<file path="src/hdl/fsacb_pkg.sv">
// Shared types and constants of the flag-setting ALU with conditional branch.
// Used by every module of the block; depends on nothing.
`default_nettype none

package fsacb_pkg;

    // Datapath and register file
    localparam int DATA_WIDTH = 64;
    localparam int PC_WIDTH   = 64;
    localparam int RESULT_W   = 64;
    localparam int REG_COUNT  = 32;
    localparam int REG_IDX_W  = $clog2(REG_COUNT);
    localparam logic [REG_IDX_W-1:0] ZERO_REG = REG_IDX_W'(REG_COUNT - 1);

    // Field widths
    localparam int IMM_W     = 12;
    localparam int IMM_EXT_W = 2 * IMM_W;
    localparam int SHAMT_W   = 6;
    localparam int OFFSET_W  = 19;

    // Stream widths
    localparam int S_TDATA_W = 64;
    localparam int S_TUSER_W = 3;
    localparam int M_TDATA_W = RESULT_W + PC_WIDTH;
    localparam int M_TUSER_W = 4;

    // Request queue between front and back
    localparam int QUEUE_DEPTH = 2;
    localparam int QPTR_W      = $clog2(QUEUE_DEPTH);
    localparam int QCNT_W      = $clog2(QUEUE_DEPTH + 1);

    typedef enum logic [2:0] {
        MODE_ADDS_IMM   = 3'd0,
        MODE_SUBS_IMM   = 3'd1,
        MODE_ADDS_REG   = 3'd2,
        MODE_SUBS_REG   = 3'd3,
        MODE_ANDS_SHIFT = 3'd4,
        MODE_BCOND      = 3'd5
    } mode_t;

    localparam logic [1:0] SHIFT_LSL = 2'd0;
    localparam logic [1:0] SHIFT_LSR = 2'd1;

    localparam logic [3:0] CC_EQ = 4'h0;
    localparam logic [3:0] CC_NE = 4'h1;
    localparam logic [3:0] CC_GE = 4'hA;
    localparam logic [3:0] CC_LT = 4'hB;
    localparam logic [3:0] CC_GT = 4'hC;
    localparam logic [3:0] CC_LE = 4'hD;

    typedef enum logic [2:0] {
        OP_NOP,
        OP_ADD,
        OP_SUB,
        OP_AND_LSL,
        OP_AND_LSR,
        OP_BRANCH
    } op_t;

    typedef enum logic [2:0] {
        BR_NEVER,
        BR_EQ,
        BR_NE,
        BR_GT,
        BR_LT,
        BR_GE,
        BR_LE
    } br_cond_t;

    // One classified request as it travels through the queue
    typedef struct packed {
        op_t                        op;
        logic                       use_imm;
        logic [IMM_EXT_W-1:0]       imm;
        logic                       wr_en;
        logic [REG_IDX_W-1:0]       dest;
        logic [REG_IDX_W-1:0]       src_a;
        logic [REG_IDX_W-1:0]       src_b;
        logic [SHAMT_W-1:0]         shamt;
        br_cond_t                   cond;
        logic signed [OFFSET_W-1:0] offset;
    } item_t;

    // Queue status towards the back end
    typedef struct packed {
        logic empty;
        logic full;
    } q_status_t;

endpackage

`default_nettype wire

</file>
<file path="src/hdl/fsacb_queue.sv">
// Short request queue that decouples the front end from the back end.
// Depends on fsacb_pkg.
`default_nettype none

module fsacb_queue (
    input  wire logic              aclk,
    input  wire logic              aresetn,
    input  wire logic              push,
    input  fsacb_pkg::item_t       push_item,
    input  wire logic              pop,
    output fsacb_pkg::item_t       head_item,
    output fsacb_pkg::q_status_t   status
);

    fsacb_pkg::item_t                entry_reg [fsacb_pkg::QUEUE_DEPTH];
    logic [fsacb_pkg::QPTR_W-1:0]    wr_ptr_reg;
    logic [fsacb_pkg::QPTR_W-1:0]    rd_ptr_reg;
    logic [fsacb_pkg::QCNT_W-1:0]    count_reg;
    logic [fsacb_pkg::QCNT_W-1:0]    count_next;

    always_comb begin
        case ({push, pop})
            2'b10:   count_next = count_reg + fsacb_pkg::QCNT_W'(1);
            2'b01:   count_next = count_reg - fsacb_pkg::QCNT_W'(1);
            default: count_next = count_reg;
        endcase
    end

    always_ff @(posedge aclk) begin
        if (!aresetn) begin
            wr_ptr_reg <= '0;
            rd_ptr_reg <= '0;
            count_reg  <= '0;
        end else begin
            if (push) begin
                wr_ptr_reg <= wr_ptr_reg + fsacb_pkg::QPTR_W'(1);
            end
            if (pop) begin
                rd_ptr_reg <= rd_ptr_reg + fsacb_pkg::QPTR_W'(1);
            end
            count_reg <= count_next;
        end
    end

    always_ff @(posedge aclk) begin
        if (push) begin
            entry_reg[wr_ptr_reg] <= push_item;
        end
    end

    assign head_item    = entry_reg[rd_ptr_reg];
    assign status.empty = (count_reg == '0);
    assign status.full  = (count_reg == fsacb_pkg::QCNT_W'(fsacb_pkg::QUEUE_DEPTH));

endmodule

`default_nettype wire

</file>
<file path="config.mk">
export PLATFORM = sky130hd
export DESIGN_NAME = fsacb_queue
export DESIGN_NICKNAME = d
export VERILOG_FILES = /design/src/hdl/fsacb_pkg.sv /design/src/hdl/fsacb_queue.sv
export SDC_FILE = /design/constraint.sdc
export NUM_CORES = 1
export LEC_CHECK = 0
export CORE_UTILIZATION = 56
export CTS_CLUSTER_DIAMETER = 150
export DETAILED_ROUTE_END_ITERATION = 16
export DONT_BUFFER_PORTS = 1
export HOLD_SLACK_MARGIN = 0.08
export PLACE_DENSITY = 0.74
export SYNTH_ARGS = -nofsm -noshare
export SYNTH_HDL_FRONTEND = slang
export SYNTH_SLANG_ARGS = --single-unit
</file>
<file path="constraint.sdc">
create_clock -name aclk -period 3.55 [get_ports aclk]
set_input_delay 0.1775 -clock aclk [delete_from_list [all_inputs] [get_ports aclk]]
set_output_delay 0.1775 -clock aclk [all_outputs]
set_load 0.02 [all_outputs]
</file>
==> impl_metrics.tcl <==
set metrics [dict create \
    ir_drop_mv 0.351 \
    fin_tns_setup_ns 0 \
    viasPerCell 5.38 \
    skew_ns 0.00899 \
    relSlewSlack_pct 33.6 \
    cts_tree "built" \
    crit_chain "mux2_2" \
    hold_viol_final 0 \
    end_kind "output pin" \
    cp_data_required_time_ns 3.37 \
    io_pins 150 \
    rsz0062_at_grt "false" \
    hold_end "count_reg[1]$_SDFFE_PN0P_" \
    fin_hold_ws_ns 0.208 \
    std_cell_rows 35 \
    cts.path.max_buffers 2 \
    initial_core_util_pct 58.1 \
    place_congestion 0.682 \
    htreeDepth 4 \
    r2r-end "wr_ptr_reg$_SDFFE_PN0P_" \
    crit_buf_inv 0 \
    fmax_mhz 456 \
    outcome "completed" \
    grt_max_degree 74 \
    p_leak_nw 2.30 \
    dp.final_hpwl_um 4800 \
    cpPeakStageDelay_ns 0.98 \
    yosysWarnings 0 \
    largest_reg_flops 144 \
    timing.hold.worst_path_depth 4 \
    drtAntennaViolNets 0 \
    synthCells 246 \
    cts-buffers-inserted 17 \
    worstMarginPinSlew_ns 0.996 \
    grt_pass1_wl_um 13400 \
    wire_per_inst_um 19.7 \
    grt_pass1_vias 2627 \
    layout-drive-gt1-share_pct 30.5 \
    numPortBuffers 0 \
    synth_seq_area_share_pct 82.1 \
    detailedRoute.firstIterationViolations 108 \
    r2r-start "wr_ptr_reg$_SDFFE_PN0P_" \
    period_needed_ns 2.19 \
    cp_max_fo 72 \
    die_w_um 100 \
    drt-total-wl_um 9310 \
    worstSkewPairLatency_ns 0.50 \
    ys_ff_latch 149 \
    critPathTopFamily "flip-flops" \
    die_y_um 100 \
    setup_violations 0 \
    power_density_nw_per_um2 602 \
    firstDrtPassIters 4 \
    crit_path_top_delay_cell "dfxtp_4" \
    r2r_cells 4 \
    grt_usage_pct 18.7 \
    syn_to_final_growth_pct 26.8 \
    ys_types 16 \
    vias 2545 \
    ff2ff_setup_slack_ns 1.57 \
    syn_area_um2 5390 \
    syn_avg_cell_area_um2 21.9 \
    num-nets-final 410 \
    nFillCells 574 \
    root_buffer "clkbuf_8" \
    drc 0 \
    grt.overflow.total 0 \
    antenna_found_initial 0 \
    clock-sinks 149 \
    startpoint_type "flip-flop" \
    fp.dieArea_um2 10000 \
    path_clk_slew_ns 0.05 \
    hold_path.class "in2reg" \
    crit_type "reg2out" \
    critPathArrivalTime_ns 2.02 \
    slew_viol_final 0 \
    coreArea_um2 9280 \
    diodes 0 \
    worstHoldStart "push" \
    maxCapViolCount 0 \
    syn_nets 323 \
    min_period_over_period_pct 61.8 \
]
[synthesized netlist by cell type, drive strengths merged]
cell type	count	area, um^2
edfxtp	144	4320
mux2	72	811
buf	8	40.0
dfxtp	5	100
and2	4	25.0
nor2	2	7.51
xnor2	2	17.5
a21boi	1	7.51
and2b	1	8.76
ha	1	12.5
inv	1	3.75
nor2b	1	6.26
o21a	1	7.51
o21ai	1	5.00
or3	1	6.26
xor2	1	8.76
[power breakdown]
group	switching, mW	internal (mW)
combinational	0.224	0.160
clock	0.650	0.992
sequential	0.0557	2.03
[area by class of cell]
class / instances / area, um^2 / share of cell area, %
Clock buffer: 18 / 418 / 6.11
Sequential cell: 149 / 4430 / 64.8
Multi-Input combinational cell: 88 / 933 / 13.7
Timing Repair Buffer: 76 / 758 / 11.1
Inverter: 1 / 3.75 / 0.0549
Clock inverter: 12 / 131 / 1.92
Tap cell: 129 / 161 / 2.36
[stage by stage]
step / std cells / cell area [um^2] / worst slack (ns) / utilization, % / total power [mW]
6_report: 473 / 6830 / 1.36 / 73.6 / 4.11
5_1_grt: 473 / 6830 / 1.25 / 73.6 / 4.25
4_1_cts: 473 / 6830 / 1.33 / 73.6 / 4.14
3_5_place_dp: 368 / 5530 / 1.87 / 59.6 / 2.43
3_3_place_gp: 368 / 5530 / 1.87 / 59.6 / 2.42
2_1_floorplan: 246 / 5390 / 0.910 / - / 2.38
[metal layers]
metal	part of all wire (%)	vias to the layer above	track usage (%)
met3	8.5	9	8.70
met4	0.81	0	6.80
li1	-	1144	-
met1	39	1265	21.5
met2	51	127	30.8
met5	0	-	0
[worst max path at each step]
stage / startpoint / end / slack, ns / cells past startpoint
CTS: flip-flop / head_item[43] / 1.33 / 1
floorplan: wr_ptr_reg$_SDFFE_PN0P_ / entry_reg[0][0]$_DFFE_PP_ / 0.91 / 1
global placement: flip-flop / head_item[56] / 1.87 / 1
finish: flip-flop / head_item[22] / 1.36 / 1
detailed placement: flip-flop / head_item[43] / 1.87 / 1
global route: flip-flop / head_item[22] / 1.25 / 1
[worst reg2reg max path: stages (launching register included)]
cell	delay, ns
dfxtp_1	0.34
nor2_4	0.10
buf_4	0.72
o21a_1	0.23
dlygate4sd3_1	0.53
[timing repair]
| action | 4_1_cts | 5_1_grt |
|---|---|---|
| hold endpoints to repair | 149 | 0 |
| resized for setup | 0 | 0 |
| hold buffers | 75 | 0 |
| buffers inserted | 0 | 0 |
[logic make-up (layout without fill, tap and decap cells)]
family,after synthesis,count (layout),synth area share [%]
AO/OA/AOI/OAI,3,3,0.371
XOR/XNOR,3,3,0.487
adder cells (fa/ha/maj),1,1,0.232
buffers and inverters,9,107,0.812
flip-flops,149,149,82.1
multiplexers,72,72,15.0
AND/OR/NAND/NOR,9,9,0.998
[layout by cell type, fill, tap and decap left out, types with 2 or more instances in the layout]
master	n
dfxtp_1	4
xnor2_1	2
clkbuf_16	16
clkinv_4	2
bufinv_16	2
mux2_2	72
clkinvlp_4	3
inv_6	2
dlygate4sd3_1	75
edfxtp_1	144
clkinv_2	2
and2_1	3
(Power assumes the default switching activity.)
