**config.mk**
```make
export PLATFORM = sky130hd
export DESIGN_NAME = fsacb_back
export DESIGN_NICKNAME = d
export VERILOG_FILES = /design/src/hdl/fsacb_pkg.sv /design/src/hdl/fsacb_back.sv
export SDC_FILE = /design/constraint.sdc
export NUM_CORES = 2
export LEC_CHECK = 0
export BUFFER_PORTS_ARGS = -buffer_cell sky130_fd_sc_hd__buf_2
export CELL_PAD_IN_SITES_DETAIL_PLACEMENT = 0
export CELL_PAD_IN_SITES_GLOBAL_PLACEMENT = 1
export CORE_ASPECT_RATIO = 1.4
export CORE_MARGIN = 5
export CORE_UTILIZATION = 60
export CTS_BUF_LIST = sky130_fd_sc_hd__clkbuf_4
export CTS_CLUSTER_DIAMETER = 80
export DETAILED_ROUTE_END_ITERATION = 12
export HOLD_SLACK_MARGIN = 0.05
export MAX_ROUTING_LAYER = met4
export PLACE_DENSITY = 0.95
export RECOVER_POWER = 25
export SYNTH_ARGS = -nofsm -noshare
export SYNTH_HDL_FRONTEND = slang
export SYNTH_SLANG_ARGS = --single-unit
```
**constraint.sdc**
```tcl
create_clock -name aclk -period 30.9 [get_ports aclk]
set_clock_uncertainty 0.05 [all_clocks]
set_input_delay 6.18 -clock aclk [delete_from_list [all_inputs] [get_ports aclk]]
set_output_delay 6.18 -clock aclk [all_outputs]
set_load 0.01 [all_outputs]
```
**src/hdl/fsacb_pkg.sv**
```systemverilog
// Shared types and constants of the flag-setting ALU with conditional branch.
// Used by every module of the block; depends on nothing.
`default_nettype none

package fsacb_pkg;

    // Datapath and register file
    localparam int DATA_WIDTH = 64;
    localparam int PC_WIDTH   = 64;
    localparam int RESULT_W   = 64;
    localparam int REG_COUNT  = 32;
    localparam int REG_IDX_W  = $clog2(REG_COUNT);
    localparam logic [REG_IDX_W-1:0] ZERO_REG = REG_IDX_W'(REG_COUNT - 1);

    // Field widths
    localparam int IMM_W     = 12;
    localparam int IMM_EXT_W = 2 * IMM_W;
    localparam int SHAMT_W   = 6;
    localparam int OFFSET_W  = 19;

    // Stream widths
    localparam int S_TDATA_W = 64;
    localparam int S_TUSER_W = 3;
    localparam int M_TDATA_W = RESULT_W + PC_WIDTH;
    localparam int M_TUSER_W = 4;

    // Request queue between front and back
    localparam int QUEUE_DEPTH = 2;
    localparam int QPTR_W      = $clog2(QUEUE_DEPTH);
    localparam int QCNT_W      = $clog2(QUEUE_DEPTH + 1);

    typedef enum logic [2:0] {
        MODE_ADDS_IMM   = 3'd0,
        MODE_SUBS_IMM   = 3'd1,
        MODE_ADDS_REG   = 3'd2,
        MODE_SUBS_REG   = 3'd3,
        MODE_ANDS_SHIFT = 3'd4,
        MODE_BCOND      = 3'd5
    } mode_t;

    localparam logic [1:0] SHIFT_LSL = 2'd0;
    localparam logic [1:0] SHIFT_LSR = 2'd1;

    localparam logic [3:0] CC_EQ = 4'h0;
    localparam logic [3:0] CC_NE = 4'h1;
    localparam logic [3:0] CC_GE = 4'hA;
    localparam logic [3:0] CC_LT = 4'hB;
    localparam logic [3:0] CC_GT = 4'hC;
    localparam logic [3:0] CC_LE = 4'hD;

    typedef enum logic [2:0] {
        OP_NOP,
        OP_ADD,
        OP_SUB,
        OP_AND_LSL,
        OP_AND_LSR,
        OP_BRANCH
    } op_t;

    typedef enum logic [2:0] {
        BR_NEVER,
        BR_EQ,
        BR_NE,
        BR_GT,
        BR_LT,
        BR_GE,
        BR_LE
    } br_cond_t;

    // One classified request as it travels through the queue
    typedef struct packed {
        op_t                        op;
        logic                       use_imm;
        logic [IMM_EXT_W-1:0]       imm;
        logic                       wr_en;
        logic [REG_IDX_W-1:0]       dest;
        logic [REG_IDX_W-1:0]       src_a;
        logic [REG_IDX_W-1:0]       src_b;
        logic [SHAMT_W-1:0]         shamt;
        br_cond_t                   cond;
        logic signed [OFFSET_W-1:0] offset;
    } item_t;

    // Queue status towards the back end
    typedef struct packed {
        logic empty;
        logic full;
    } q_status_t;

endpackage

`default_nettype wire

```
**src/hdl/fsacb_back.sv**
```systemverilog
// Back end: register file, execute stage, flags, PC and result register.
// Depends on fsacb_pkg.
`default_nettype none

module fsacb_back (
    input  wire logic                            aclk,
    input  wire logic                            aresetn,
    input  fsacb_pkg::item_t                     head_item,
    input  fsacb_pkg::q_status_t                 q_status,
    output logic                                 pop,
    output logic                                 m_tvalid,
    input  wire logic                            m_tready,
    output logic [fsacb_pkg::M_TDATA_W-1:0]      m_tdata,
    output logic [fsacb_pkg::M_TUSER_W-1:0]      m_tuser
);

    localparam int DW = fsacb_pkg::DATA_WIDTH;

    // register file and its read side
    logic [DW-1:0]                      rf_mem [fsacb_pkg::REG_COUNT];
    logic [fsacb_pkg::REG_COUNT-1:0]    vld_reg;
    logic [DW-1:0]                      rd_a_reg;
    logic [DW-1:0]                      rd_b_reg;
    logic                               vld_a_reg;
    logic                               vld_b_reg;
    logic                               byp_a_reg;
    logic                               byp_b_reg;
    logic [DW-1:0]                      byp_data_reg;

    // execute stage
    fsacb_pkg::item_t                   x_item_reg;
    logic                               x_valid_reg;
    logic                               x_fire;
    logic                               x_load;
    logic [DW-1:0]                      op_a;
    logic [DW-1:0]                      op_b;
    logic [DW-1:0]                      op_2;
    logic [DW-1:0]                      alu_res;
    logic                               set_flags;
    logic                               cond_ok;
    logic                               taken;
    logic                               wr_en;

    // architectural flags and PC
    logic                               neg_reg;
    logic                               zero_reg;
    logic                               neg_next;
    logic                               zero_next;
    logic [fsacb_pkg::PC_WIDTH-1:0]     pc_reg;
    logic [fsacb_pkg::PC_WIDTH-1:0]     pc_next;

    // result register
    logic                               out_valid_reg;
    logic [fsacb_pkg::RESULT_W-1:0]     out_result_reg;
    logic [fsacb_pkg::PC_WIDTH-1:0]     out_pc_reg;
    logic                               out_written_reg;
    logic                               out_neg_reg;
    logic                               out_zero_reg;
    logic                               out_taken_reg;

    assign x_fire = x_valid_reg && (!out_valid_reg || m_tready);
    assign x_load = !x_valid_reg || x_fire;
    assign pop    = !q_status.empty && x_load;
    assign wr_en  = x_fire && x_item_reg.wr_en;

    // operands: bypass the write landing on the same edge as the read
    assign op_a = byp_a_reg ? byp_data_reg : (vld_a_reg ? rd_a_reg : '0);
    assign op_b = byp_b_reg ? byp_data_reg : (vld_b_reg ? rd_b_reg : '0);
    assign op_2 = x_item_reg.use_imm ? DW'(x_item_reg.imm) : op_b;

    always_comb begin
        alu_res   = '0;
        set_flags = 1'b0;
        case (x_item_reg.op)
            fsacb_pkg::OP_ADD: begin
                alu_res   = op_a + op_2;
                set_flags = 1'b1;
            end
            fsacb_pkg::OP_SUB: begin
                alu_res   = op_a - op_2;
                set_flags = 1'b1;
            end
            fsacb_pkg::OP_AND_LSL: begin
                alu_res   = op_a & (op_b << x_item_reg.shamt);
                set_flags = 1'b1;
            end
            fsacb_pkg::OP_AND_LSR: begin
                alu_res   = op_a & (op_b >> x_item_reg.shamt);
                set_flags = 1'b1;
            end
            default: begin
                alu_res   = '0;
                set_flags = 1'b0;
            end
        endcase
    end

    always_comb begin
        case (x_item_reg.cond)
            fsacb_pkg::BR_EQ: cond_ok = zero_reg;
            fsacb_pkg::BR_NE: cond_ok = !zero_reg;
            fsacb_pkg::BR_GT: cond_ok = !neg_reg && !zero_reg;
            fsacb_pkg::BR_LT: cond_ok = neg_reg && !zero_reg;
            fsacb_pkg::BR_GE: cond_ok = !neg_reg;
            fsacb_pkg::BR_LE: cond_ok = neg_reg || zero_reg;
            default:          cond_ok = 1'b0;
        endcase
    end

    assign taken     = (x_item_reg.op == fsacb_pkg::OP_BRANCH) && cond_ok;
    assign neg_next  = set_flags ? alu_res[DW-1] : neg_reg;
    assign zero_next = set_flags ? (alu_res == '0) : zero_reg;
    assign pc_next   = taken
                     ? pc_reg + fsacb_pkg::PC_WIDTH'($signed({x_item_reg.offset, 2'b00}))
                     : pc_reg + fsacb_pkg::PC_WIDTH'(4);

    // register file storage, read data registered at pop
    always_ff @(posedge aclk) begin
        if (wr_en) begin
            rf_mem[x_item_reg.dest] <= alu_res;
        end
        if (pop) begin
            rd_a_reg <= rf_mem[head_item.src_a];
            rd_b_reg <= rf_mem[head_item.src_b];
        end
    end

    always_ff @(posedge aclk) begin
        if (pop) begin
            x_item_reg <= head_item;
            vld_a_reg  <= vld_reg[head_item.src_a];
            vld_b_reg  <= vld_reg[head_item.src_b];
            byp_a_reg  <= wr_en && (x_item_reg.dest == head_item.src_a);
            byp_b_reg  <= wr_en && (x_item_reg.dest == head_item.src_b);
        end
        if (wr_en) begin
            byp_data_reg <= alu_res;
        end
        if (x_fire) begin
            out_result_reg  <= fsacb_pkg::RESULT_W'(alu_res);
            out_pc_reg      <= pc_next;
            out_written_reg <= x_item_reg.wr_en;
            out_neg_reg     <= neg_next;
            out_zero_reg    <= zero_next;
            out_taken_reg   <= taken;
        end
    end

    always_ff @(posedge aclk) begin
        if (!aresetn) begin
            vld_reg       <= '0;
            x_valid_reg   <= 1'b0;
            out_valid_reg <= 1'b0;
            neg_reg       <= 1'b0;
            zero_reg      <= 1'b0;
            pc_reg        <= '0;
        end else begin
            if (wr_en) begin
                vld_reg[x_item_reg.dest] <= 1'b1;
            end
            if (x_load) begin
                x_valid_reg <= pop;
            end
            if (x_fire) begin
                out_valid_reg <= 1'b1;
                neg_reg       <= neg_next;
                zero_reg      <= zero_next;
                pc_reg        <= pc_next;
            end else if (m_tready) begin
                out_valid_reg <= 1'b0;
            end
        end
    end

    assign m_tvalid = out_valid_reg;
    assign m_tdata  = {out_pc_reg, out_result_reg};
    assign m_tuser  = {out_taken_reg, out_zero_reg, out_neg_reg, out_written_reg};

endmodule

`default_nettype wire

```
==> out/results.tsv <==
stage	metric	value	unit
clock_network	clock_path_buffers	4	
run	cap_violations	32	
cells_and_area	largest_reg_flops	2048	
placed_design	place_ws	17.10	ns
synth	synthArstFlopShare	0	
timing	tightestPinTransition	4.79	ns
synth	yosysSeqAreaShare	0.579	
clock_network	insertion_delay	1.42	ns
drt	viasPerCell	7.95	
setup_path	cp-start-kind	input port	
timing	post-route-period-util	0.602	
timing	fmax	53.7	MHz
floorplan	initial_core_util	0.601	
timing	period_needed	18.62	ns
global_routing	grt_pass1_wl	690	mm
clock_network	numCtsBuffers	602	
timing	timing.final.ws_setup	12.28	ns
drt	drtAntennaViolNets	0	
synth	synthFlopType	edfxtp_1	
run_status	status	complete, but fails checks	
cells_and_area	layout_commonest_cell	edfxtp_1	
clock_network	tritoncts	built	
setup_path	cp-startpoint	m_tready	
clock_network	cts_sinks	2534	
clock_network	cts_max_level	6	
setup_path	worstSetupPathType	input port to flip-flop	
power_and_ir_drop	p_per_area	54.7	nW/µm²
setup_path	endpoint_kind	flip-flop	
clock_network	path_clk_slew	0.06	ns
drt	drt_wl_total	502	mm
setup_path	crit_fanout	117	
clock_network	ctsResizeCount	0	
clock_network	cts_post_setup_buffers_inserted	0	
synth	syn_avg_cell_area	16.7	µm²
floorplan	die_area	226000	µm²
setup_path	worstSetupEndpoint	rf_mem[22][38]	
synth	synth-edff-count	2436	
setup_path	cp_cell_sequence	buf_2 -> nor2b_1 -> nand2b_2 -> clkbuf_1 -> clkinvlp_2 -> nand2_1 -> clkinv_2 -> buf_4 -> nand4b_1 -> nor2_4 -> buf_4 -> buf_4	
synth	syn_area	130000	µm²
floorplan	coreArea	216000	µm²
cells_and_area	layout_common_cells	2436 x edfxtp_1, 1364 x mux4_2, 857 x clkbuf_4	
timing	rsz0062_at_grt	false	
global_routing	grt_max_degree	155	
power_and_ir_drop	peakVddDrop	0.0535	mV
setup_path	cp_slowest_cell	clkinvlp_2	
floorplan	die_y	560	µm
timing	setup_tns	0	ns
placed_design	port_buffers	207	
setup_path	r2r_end	out_zero_reg	
setup_path	max_stage_delay	5.54	ns
floorplan	io_pins	211	
min_path	hp-start	pc_reg[29]	
placed_design	dp_hpwl	322	mm
drt	drtIter0Drc	16800	
cells_and_area	top_register	rf_mem	
clock_network	ctsHoldBuffers	0	
setup_path	cp.arrival	19.43	ns
setup_path	crit_family	buffers and inverters	
clock_network	root_buffer	clkbuf_4	
synth	syn_inst	7774	
run_status	violations	max-capacitance violations, max-slew violations	
timing	finalSetupViolations	0	
setup_path	r2r_setup_slack	14.75	ns
setup_path	cp.buffers_inverters	7	
synth	ys_ff_latch	2534	
setup_path	reg2reg_from	byp_b_reg	
global_routing	grt_remaining_overflow	0	
drt	drt-pass1-iter-count	7	
timing	maxSlewHeadroom	-2.19	
global_routing	first_global_vias	91900	
drt	route.detailed.drc	0	
floorplan	num_rows	202	
setup_path	required	31.72	ns
floorplan	die_w	403	µm
setup_path	reg2reg_depth	26	
drt	wl_per_cell	43.2	µm
setup_path	worst-path-stages	12	
setup_path	cpMostUsedCell	buf_4	
min_path	hold_class	flip-flop to flip-flop	
synth	ys_types	90	
global_routing	grtUsageTotal	0.450	
cells_and_area	drive_above_1_share	0.339	
drt	vias	92400	
cells_and_area	nets	8460	
timing	finalHoldViolations	0	
timing	drv_slew	1397	
placed_design	routabilityCongestion	1.05	
cells_and_area	areaGrowthSynthToFinish	9.66	%
global_routing	antenna_found_initial	50	
power_and_ir_drop	p_leak	47.3	nW
synth	ys_warn_count	0	
-- per-stage QoR --
step	cell area [µm²]	total power [mW]	hold WS, ns	utilization	cells
CTS	142000	7.73	0.413	0.659	11600
global route	142000	8.01	0.434	0.659	11600
global placement	135000	4.98	0.394	0.624	10500
finish	142000	7.78	0.412	0.659	11600
floorplan	130000	4.60	0.376	-	7775
detailed placement	135000	5.02	0.405	0.624	10500
-- cells in the mapped netlist (98+ instances only) --
| cell | count | area share |
|---|---|---|
| dfxtp_1 | 98 | 0.015 |
| nor2_1 | 355 | 0.010 |
| mux4_2 | 1364 | 0.24 |
| a21oi_1 | 352 | 0.014 |
| a32oi_1 | 116 | 0.0078 |
| o21ai_0 | 196 | 0.0076 |
| mux2_2 | 151 | 0.013 |
| edfxtp_1 | 2436 | 0.56 |
| buf_1 | 126 | 0.0036 |
| nand2_1 | 458 | 0.013 |
| ha_1 | 123 | 0.012 |
| clkbuf_1 | 393 | 0.011 |
-- worst min-delay path by stage --
stage | end | slack (ns) | cells past startpoint
floorplan | out_written_reg | 0.38 | 0
global placement | pc_reg[29] | 0.39 | 2
detailed placement | pc_reg[11] | 0.41 | 2
CTS | pc_reg[11] | 0.41 | 2
global route | pc_reg[29] | 0.43 | 2
finish | pc_reg[29] | 0.41 | 2
-- area by class of cell --
type / instances / area, µm²
Inverter: 73 / 282
Timing Repair Buffer: 451 / 2900
Sequential cell: 2534 / 75100
Tap cell: 2856 / 3570
Multi-Input combinational cell: 4596 / 52700
Antenna cell: 54 / 135
Fill cell: 13900 / 73600
Clock inverter: 199 / 1110
Clock buffer: 857 / 6430
-- kinds of logic after synthesis --
family / count (synthesis) / synth area share
muxes: 1597 / 0.256
buffers and inverters: 645 / 0.0194
DFF: 2534 / 0.579
xor gates and xnor gates: 151 / 0.0103
and+or+nand+nor: 1328 / 0.0485
AOI/OAI and AO/OA: 1393 / 0.0742
adders and majority gates: 125 / 0.0122
other: 1 / 0.0000289
-- worst min-delay path, cell delays in order (launching register included) --
cell	delay [ns]
dfxtp_1	0.31
nand2_1	0.05
a21oi_1	0.05
-- power by group --
| group | internal (mW) | leakage (nW) | switching [mW] |
|---|---|---|---|
| logic | 0.361 | 19.5 | 0.705 |
| registers | 3.88 | 23.3 | 0.0480 |
| clock network | 1.37 | 4.51 | 1.41 |
-- routing by layer --
layer | vias up | GRT usage | part of all wire
li1 | 34400 | - | -
met1 | 45500 | 0.515 | 0.30
met2 | 9792 | 0.676 | 0.46
met5 | - | - | 0
met4 | 0 | 0.329 | 0.099
met3 | 2720 | 0.138 | 0.14
Note: power is estimated with default switching activity, not from simulation.
