<file path="src/hdl/fsacb_pkg.sv">
// Shared types and constants of the flag-setting ALU with conditional branch.
// Used by every module of the block; depends on nothing.
`default_nettype none

package fsacb_pkg;

    // Datapath and register file
    localparam int DATA_WIDTH = 64;
    localparam int PC_WIDTH   = 64;
    localparam int RESULT_W   = 64;
    localparam int REG_COUNT  = 32;
    localparam int REG_IDX_W  = $clog2(REG_COUNT);
    localparam logic [REG_IDX_W-1:0] ZERO_REG = REG_IDX_W'(REG_COUNT - 1);

    // Field widths
    localparam int IMM_W     = 12;
    localparam int IMM_EXT_W = 2 * IMM_W;
    localparam int SHAMT_W   = 6;
    localparam int OFFSET_W  = 19;

    // Stream widths
    localparam int S_TDATA_W = 64;
    localparam int S_TUSER_W = 3;
    localparam int M_TDATA_W = RESULT_W + PC_WIDTH;
    localparam int M_TUSER_W = 4;

    // Request queue between front and back
    localparam int QUEUE_DEPTH = 2;
    localparam int QPTR_W      = $clog2(QUEUE_DEPTH);
    localparam int QCNT_W      = $clog2(QUEUE_DEPTH + 1);

    typedef enum logic [2:0] {
        MODE_ADDS_IMM   = 3'd0,
        MODE_SUBS_IMM   = 3'd1,
        MODE_ADDS_REG   = 3'd2,
        MODE_SUBS_REG   = 3'd3,
        MODE_ANDS_SHIFT = 3'd4,
        MODE_BCOND      = 3'd5
    } mode_t;

    localparam logic [1:0] SHIFT_LSL = 2'd0;
    localparam logic [1:0] SHIFT_LSR = 2'd1;

    localparam logic [3:0] CC_EQ = 4'h0;
    localparam logic [3:0] CC_NE = 4'h1;
    localparam logic [3:0] CC_GE = 4'hA;
    localparam logic [3:0] CC_LT = 4'hB;
    localparam logic [3:0] CC_GT = 4'hC;
    localparam logic [3:0] CC_LE = 4'hD;

    typedef enum logic [2:0] {
        OP_NOP,
        OP_ADD,
        OP_SUB,
        OP_AND_LSL,
        OP_AND_LSR,
        OP_BRANCH
    } op_t;

    typedef enum logic [2:0] {
        BR_NEVER,
        BR_EQ,
        BR_NE,
        BR_GT,
        BR_LT,
        BR_GE,
        BR_LE
    } br_cond_t;

    // One classified request as it travels through the queue
    typedef struct packed {
        op_t                        op;
        logic                       use_imm;
        logic [IMM_EXT_W-1:0]       imm;
        logic                       wr_en;
        logic [REG_IDX_W-1:0]       dest;
        logic [REG_IDX_W-1:0]       src_a;
        logic [REG_IDX_W-1:0]       src_b;
        logic [SHAMT_W-1:0]         shamt;
        br_cond_t                   cond;
        logic signed [OFFSET_W-1:0] offset;
    } item_t;

    // Queue status towards the back end
    typedef struct packed {
        logic empty;
        logic full;
    } q_status_t;

endpackage

`default_nettype wire

</file>
<file path="src/hdl/fsacb_front.sv">
// Front end: unpacks an incoming request and classifies it into an item_t.
// Depends on fsacb_pkg.
`default_nettype none

module fsacb_front (
    input  wire logic [fsacb_pkg::S_TDATA_W-1:0] s_tdata,
    input  wire logic [fsacb_pkg::S_TUSER_W-1:0] s_tuser,
    output fsacb_pkg::item_t                     item
);

    localparam int DEST_LO  = 0;
    localparam int FIRST_LO = DEST_LO + fsacb_pkg::REG_IDX_W;
    localparam int SECOND_LO = FIRST_LO + fsacb_pkg::REG_IDX_W;
    localparam int IMM_LO   = SECOND_LO + fsacb_pkg::REG_IDX_W;
    localparam int SH12_LO  = IMM_LO + fsacb_pkg::IMM_W;
    localparam int KIND_LO  = SH12_LO + 1;
    localparam int AMT_LO   = KIND_LO + 2;
    localparam int CC_LO    = AMT_LO + fsacb_pkg::SHAMT_W;
    localparam int OFF_LO   = CC_LO + 4;

    fsacb_pkg::mode_t                   mode;
    logic [fsacb_pkg::REG_IDX_W-1:0]    dest;
    logic [fsacb_pkg::IMM_W-1:0]        imm12;
    logic                               imm_shift12;
    logic [1:0]                         shift_kind;
    logic [3:0]                         cond_code;
    logic                               is_alu;

    assign mode        = fsacb_pkg::mode_t'(s_tuser);
    assign dest        = s_tdata[DEST_LO +: fsacb_pkg::REG_IDX_W];
    assign imm12       = s_tdata[IMM_LO +: fsacb_pkg::IMM_W];
    assign imm_shift12 = s_tdata[SH12_LO];
    assign shift_kind  = s_tdata[KIND_LO +: 2];
    assign cond_code   = s_tdata[CC_LO +: 4];

    always_comb begin
        item         = '0;
        item.op      = fsacb_pkg::OP_NOP;
        item.cond    = fsacb_pkg::BR_NEVER;
        item.dest    = dest;
        item.src_a   = s_tdata[FIRST_LO +: fsacb_pkg::REG_IDX_W];
        item.src_b   = s_tdata[SECOND_LO +: fsacb_pkg::REG_IDX_W];
        item.shamt   = s_tdata[AMT_LO +: fsacb_pkg::SHAMT_W];
        item.offset  = s_tdata[OFF_LO +: fsacb_pkg::OFFSET_W];
        item.imm     = imm_shift12 ? {imm12, fsacb_pkg::IMM_W'(0)}
                                   : {fsacb_pkg::IMM_W'(0), imm12};
        is_alu       = 1'b0;

        case (mode)
            fsacb_pkg::MODE_ADDS_IMM: begin
                item.op      = fsacb_pkg::OP_ADD;
                item.use_imm = 1'b1;
                is_alu       = 1'b1;
            end
            fsacb_pkg::MODE_SUBS_IMM: begin
                item.op      = fsacb_pkg::OP_SUB;
                item.use_imm = 1'b1;
                is_alu       = 1'b1;
            end
            fsacb_pkg::MODE_ADDS_REG: begin
                item.op = fsacb_pkg::OP_ADD;
                is_alu  = 1'b1;
            end
            fsacb_pkg::MODE_SUBS_REG: begin
                item.op = fsacb_pkg::OP_SUB;
                is_alu  = 1'b1;
            end
            fsacb_pkg::MODE_ANDS_SHIFT: begin
                case (shift_kind)
                    fsacb_pkg::SHIFT_LSL: begin
                        item.op = fsacb_pkg::OP_AND_LSL;
                        is_alu  = 1'b1;
                    end
                    fsacb_pkg::SHIFT_LSR: begin
                        item.op = fsacb_pkg::OP_AND_LSR;
                        is_alu  = 1'b1;
                    end
                    default: begin
                        item.op = fsacb_pkg::OP_NOP;
                    end
                endcase
            end
            fsacb_pkg::MODE_BCOND: begin
                item.op = fsacb_pkg::OP_BRANCH;
                case (cond_code)
                    fsacb_pkg::CC_EQ: item.cond = fsacb_pkg::BR_EQ;
                    fsacb_pkg::CC_NE: item.cond = fsacb_pkg::BR_NE;
                    fsacb_pkg::CC_GT: item.cond = fsacb_pkg::BR_GT;
                    fsacb_pkg::CC_LT: item.cond = fsacb_pkg::BR_LT;
                    fsacb_pkg::CC_GE: item.cond = fsacb_pkg::BR_GE;
                    fsacb_pkg::CC_LE: item.cond = fsacb_pkg::BR_LE;
                    default:          item.cond = fsacb_pkg::BR_NEVER;
                endcase
            end
            default: begin
                item.op = fsacb_pkg::OP_NOP;
            end
        endcase

        // the zero register is never a write target, flags still update
        item.wr_en = is_alu && (dest != fsacb_pkg::ZERO_REG);
    end

endmodule

`default_nettype wire

</file>
<file path="config.mk">
export PLATFORM = sky130hd
export DESIGN_NAME = fsacb_front
export DESIGN_NICKNAME = d
export VERILOG_FILES = /design/src/hdl/fsacb_pkg.sv /design/src/hdl/fsacb_front.sv
export SDC_FILE = /design/constraint.sdc
export NUM_CORES = 1
export LEC_CHECK = 0
export ABC_CLOCK_PERIOD_IN_PS = 800
export BUFFER_PORTS_ARGS = -buffer_cell sky130_fd_sc_hd__buf_2
export CAP_MARGIN = 30
export CORE_MARGIN = 8
export CORE_UTILIZATION = 24
export DETAILED_ROUTE_END_ITERATION = 7
export GPL_TIMING_DRIVEN = 0
export PLACE_DENSITY = 0.83
export SYNTH_ARGS = -nofsm -noshare
export SYNTH_HDL_FRONTEND = slang
export SYNTH_SLANG_ARGS = --single-unit
export TNS_END_PERCENT = 50
</file>
<file path="constraint.sdc">
create_clock -name vclk -period 0.8
set_input_delay 0.08 -clock vclk [all_inputs]
set_output_delay 0.08 -clock vclk [all_outputs]
set_load 0.1 [all_outputs]
</file>
==> summary.txt, run 1 <==
Run status
  • Status: finished with violations
  • Failing checks: negative setup slack

Synthesis
  • Cell count after synthesis: 89
  • Most area-hungry cell type in the Yosys netlist: buf_4
  • Mapped Area: 619.3 sq um
  • Ys Warns: 0
  • Sequential share of the synthesized area: 0%
  • Yosys cell types: 21
  • Top-area cell type share of the netlist area: 48.48%
  • Syn Nets: 156
  • Ranking of synthesized cells by area: buf_4, and2_1, nor2b_1
  • Syn Area/Cell: 6.959 sq um

Timing
  • Hold slack: 491.4 ps
  • Tmin final: 1113 ps
  • Slew Viols, Final: 0
  • Rel. slew slack: 66.90%
  • Final setup margin: -312.9 ps
  • Unrepaired setup endpoints after global routing: yes
  • Slew @ Worst Pin: 499.9 ps
  • Final setup violation count: 5
  • Setup tns final: -1221 ps
  • Final Hold Violating Endpoints: 0
  • F_max: 898.5 MHz
  • Fin crit share: 139.1%

Die
  • Die width: 66.80 um
  • Die area: 0.004462 sq mm
  • Die height: 66.80 um
  • Core area: 0.002455 sq mm
  • Initial Util: 25.23%
  • Core Rows: 18
  • I/O Pins: 139

Hold path
  • Worst hold path type: primary input to primary output
  • WHS Path Cells: 3
  • HP Start: s_tdata[36]
  • Hold EP: item[19]

Cells and area
  • Most frequent cells in the layout: buf_2, buf_4, buf_12
  • Share of cells above drive strength 1: 93.81%
  • Filler cells: 145
  • Syn-to-layout area delta: 216.2%
  • NumNets Final: 263
  • Commonest non-fill, non-tap cell in the layout: buf_2
  • FF+latch area: 0 sq um
  • Non-filler cells, final: 224
  • Clock buffers: 0
  • Final instance area: 0.001958 sq mm
  • Sequential cell count: 0
  • Antenna fix cells: 0

Power and ir drop
  • Max rail drop VDD: 1338 uV
  • Leak: 1.005 nW
  • Psw: 1.720 mW
  • Power Dens Cells: 1256 mW/mm^2
  • Cell internal pwr: 0.7381 mW
  • Net Sw Frac: 69.98%
  • Clock Power Share: 0%
  • Sequential share of power: 0%
  • Logic pwr share: 100.0%

Worst setup path
  • CP arrival: 1030 ps
  • CP peak stage delay: 390 ps
  • Critical Path End Type: primary output
  • CP Class: primary input to primary output
  • Largest fanout on the critical path: 4
  • Crit path required time: 720 ps
  • Setup crit start kind: primary input
  • Crit path cell chain: buf_8 -> or3b_4 -> a211oi_4 -> buf_12
  • Crit. Startpoint: s_tdata[38]
  • Slowest stage cell, crit path: or3b_4

Global routing
  • GRT busiest layer: met2
  • Remaining global-route overflow: 0
  • Overall Global Routing Usage: 16.88%
  • M3 GR Usage: 13.59%
  • Largest net degree at the start of global routing: 11
  • First-pass GRT wire length: 5892 um
  • GR Layer Usage met1: 13.62%
  • GR Util met2: 32.50%
  • Antenna violations before repair: 0
  • Vias in the first global route: 1088

Drt
  • Final ANT Viol Nets: 0
  • Drt total wl: 4311 um
  • Drt wl/cell: 19.25 um
  • # DRC: 0
  • Iter 0 DRT Violations: 15
  • Routed vias: 963
  • Post-DR vias/cell: 4.299
  • DRT Pass-1 Iters: 4

Flow run
  • Max-cap viol count: 0

Place
  • Global placement routability congestion: 0.7615
  • Dpl cells: 218
  • DP Area: 0.001359 sq mm
  • PortBufs: 99
  • Post-DP HPWL: 3076 um

CTS
  • Hold Buf Count CTS: 0
==> Yosys cell counts <==
master	number
nand3b_1	2
o21ba_1	1
o22ai_1	2
buf_4	40
xnor2_1	1
clkbuf_1	2
or3b_1	1
a211oi_1	2
or3_1	1
nand2_1	1
and2_1	12
a31oi_1	1
nor2_1	1
inv_1	2
a21oi_1	1
o31a_1	1
a2111oi_2	1
nor2b_1	12
and3_1	1
o21ba_2	1
nand2b_1	3
==> how the worst max path moves through the flow <==
stage                     to  slack, ps  cells after the start
finish              item[20]       -310                      4
global route        item[20]       -320                      4
CTS                 item[20]       -350                      4
detailed placement  item[19]       -580                      4
global placement    item[20]       -560                      4
floorplan           item[19]       -780                      2
==> power groups by stage <==
stage / combinational [mW] / clock, mW / sequential, mW
floorplan: 1.76 / 0 / 0
global placement: 2.05 / 0 / 0
detailed placement: 2.06 / 0 / 0
CTS: 2.41 / 0 / 0
global route: 2.52 / 0 / 0
finish: 2.46 / 0 / 0
==> critical path, delay by kind of cell <==
family,cells,cell delay [ps]
AO/OA/AOI/OAI,1,240
buffers and inverters,2,310
AND/OR/NAND/NOR,1,390
==> cells by family after synthesis <==
family                 after synthesis  share of synthesized area [%]
AO/OA/AOI/OAI                       10                          13.33
XOR/XNOR                             1                          1.414
AND/OR/NAND/NOR                     34                          34.34
buffers and inverters               44                          50.91
==> what timing repair did <==
action	in CTS	in global routing
resized for setup	142	14
gates cloned	1	0
setup buffers	2	3
pin swaps	8	3
endpoints found under the setup margin	32	9
hold endpoints to repair	0	0
==> through the flow <==
| step | worst slack, ps | utilization (%) | total power, mW |
|---|---|---|---|
| floorplan | -779.1 | - | 1.756 |
| global placement | -564.1 | 55.35 | 2.051 |
| detailed placement | -575.1 | 55.35 | 2.063 |
| CTS | -347.7 | 77.01 | 2.407 |
| global route | -324.4 | 79.77 | 2.521 |
| finish | -312.9 | 79.77 | 2.459 |
==> per-layer routing <==
metal	vias up	share of wire, %
li1	455	-
met1	441	29
met2	67	54
met3	0	18
met4	0	0
met5	-	0
==> layout make-up <==
cell class | instances | area (sq um) | area share, %
plain buffers | 42 | 340.3 | 17.38
inverters | 2 | 7.507 | 0.3834
well taps | 30 | 37.54 | 1.917
multi-input cells | 45 | 535.5 | 27.35
repair buffers | 105 | 1037 | 52.97
No activity file was read; power rests on OpenSTA's default activity.
==> inputs of run 2 (changes only) <==
Settings changed: SETUP_SLACK_MARGIN set to 0.2.
==> run 2 against run 1 <==
Compared with the run above:
- the flow still finishes with violations (negative setup slack)
- first-iteration DRC count increased by 80%
- core utilization is 13 points higher
- count of clock-buffer cells in the layout stayed put
- maximum frequency decreased by 1.7%
- combinational power up 9.3%
- critical path depth is the same
- flip-flop and latch count unchanged
- non-clock buffer count up 5
==> summary.txt, run 2 (same netlist as run 1, synthesis figures left out) <==
Cells and area
  • Commonest non-fill, non-tap cell in the layout: buf_4 (was buf_2)
  • Fin util: 92.35% (was 79.77%)
  • FF+latch area: 0 sq um (unchanged)
  • Filler cells: 83 (was 145)
  • Antenna fix cells: 0 (unchanged)
  • Sequential cell count: 0 (unchanged)
  • Share of cells above drive strength 1: 96.48% (was 93.81%)
  • NumNets Final: 268 (was 263)
  • Syn-to-layout area delta: 266.1% (was 216.2%)
  • Clock buffers: 0 (unchanged)
  • Most frequent cells in the layout: buf_4, buf_12, buf_2 (was buf_2, buf_4, buf_12)

Global routing
  • Overall Global Routing Usage: 19.58% (was 16.88%)
  • Largest net degree at the start of global routing: 9 (was 11)
  • Remaining global-route overflow: 0 (unchanged)
  • Antenna violations before repair: 0 (unchanged)
  • First-pass GRT wire length: 6651 um (was 5892 um)
  • Vias in the first global route: 1148 (was 1088)

Timing
  • Final Hold Violating Endpoints: 0 (unchanged)
  • Slew @ Worst Pin: 276.8 ps (was 499.9 ps)
  • Fin crit share: 141.5% (was 139.1%)
  • Slew Viols, Final: 0 (unchanged)
  • F_max: 883.4 MHz (was 898.5 MHz)
  • Rel. slew slack: 81.54% (was 66.90%)
  • Tmin final: 1132 ps (was 1113 ps)
  • Final setup margin: -332.0 ps (was -312.9 ps)
  • Hold slack: 449.1 ps (was 491.4 ps)
  • Unrepaired setup endpoints after global routing: yes (unchanged)
  • Final setup violation count: 8 (was 5)

Worst setup path
  • CP arrival: 1050 ps (was 1030 ps)
  • Critical Path End Type: primary output (unchanged)
  • Setup crit start kind: primary input (unchanged)
  • Crit path required time: 720 ps (about the same)
  • CP Class: primary input to primary output (unchanged)
  • Largest fanout on the critical path: 4 (unchanged)

Drt
  • Metal2 WL: 3085 um (was 2315 um)
  • DRT met1 WL: 1848 um (was 1234 um)
  • Drt total wl: 5716 um (was 4311 um)
  • Routed vias: 1047 (was 963)
  • Met3 routed WL: 741 um (was 762 um)
  • Post-DR vias/cell: 4.572 (was 4.299)
  • Max layer used: met4 (was met3)
  • Iter 0 DRT Violations: 27 (was 15)
  • # DRC: 0 (unchanged)
  • Drt wl/cell: 24.96 um (was 19.25 um)
  • Final ANT Viol Nets: 0 (unchanged)
  • DRT Pass-1 Iters: 4 (unchanged)

Run status
  • Status: finished with violations (unchanged)
  • Failing checks: negative setup slack (unchanged)

Place
  • PortBufs: 99 (unchanged)
  • Global placement routability congestion: 0.7615 (unchanged)
  • Pre-CTS setup slack: -575.1 ps (unchanged)
  • Post-DP HPWL: 3076 um (unchanged)

Hold path
  • WHS Path Cells: 3 (unchanged)
  • HP Start: s_tdata[37] (was s_tdata[36])
  • Worst hold path type: primary input to primary output (unchanged)
  • Hold EP: item[20] (was item[19])

Power and ir drop
  • Max rail drop VDD: 1332 uV (was 1338 uV)
  • Total chip power: 2.689 mW (was 2.459 mW)
  • Leak: 1.130 nW (was 1.005 nW)
  • Power Dens Cells: 1186 mW/mm^2 (was 1256 mW/mm^2)

Die
  • Initial Util: 25.23% (unchanged)
  • I/O Pins: 139 (unchanged)
  • Core Rows: 18 (unchanged)
  • Die width: 66.80 um (unchanged)
  • Die area: 0.004462 sq mm (unchanged)
  • Core area: 0.002455 sq mm (unchanged)
  • Die height: 66.80 um (unchanged)

Flow run
  • Max-cap viol count: 0 (unchanged)
-- run 2: critical path: stages --
cell      delay [ps]
buf_8            110
or3b_4           400
a211oi_4         250
buf_12           210
-- run 2: per-layer routing --
layer	global-route usage, %	vias up
met1	16.40	500
met4	0.5333	0
li1	-	470
met3	15.44	4
met5	0	-
met2	36.92	73
-- run 2: what timing repair did --
item / in CTS / in global routing
endpoints found under the setup margin: 72 / 33
hold buffers: 0 / 0
setup buffers: 2 / 7
hold endpoints to repair: 0 / 0
cloned: 2 / 0
pin swaps: 10 / 7
resized for setup: 218 / 18
-- run 2: report_power, final --
part | switching, mW | internal, mW
registers | 0 | 0
logic | 1.79 | 0.900
clock network | 0 | 0
total | 1.79 | 0.900
-- run 2: worst max path at each step --
stage           startpoint        to  slack (ps)
6_report       s_tdata[38]  item[20]        -330
5_1_grt         s_tuser[1]  item[19]        -370
4_1_cts        s_tdata[38]  item[20]        -350
3_5_place_dp    s_tuser[2]  item[19]        -580
3_3_place_gp   s_tdata[39]  item[20]        -560
2_1_floorplan   s_tuser[1]  item[19]        -780
-- run 2: final cells by class --
class	instances	area (sq um)	area share [%]
multi-input combinational	45	573.1	25.28
inverter	2	7.507	0.3311
timing repair buffer	110	1309	57.73
buffer	42	340.3	15.01
tap	30	37.54	1.656
-- run 2: stage by stage --
stage | instance area, sq um | instances | TNS, ps
after floorplan | 825.8 | 89 | -9322
after global placement | 1359 | 218 | -9758
after detailed placement | 1359 | 218 | -10010
after CTS | 2152 | 222 | -1214
after global routing | 2267 | 229 | -1600
final | 2267 | 229 | -1392
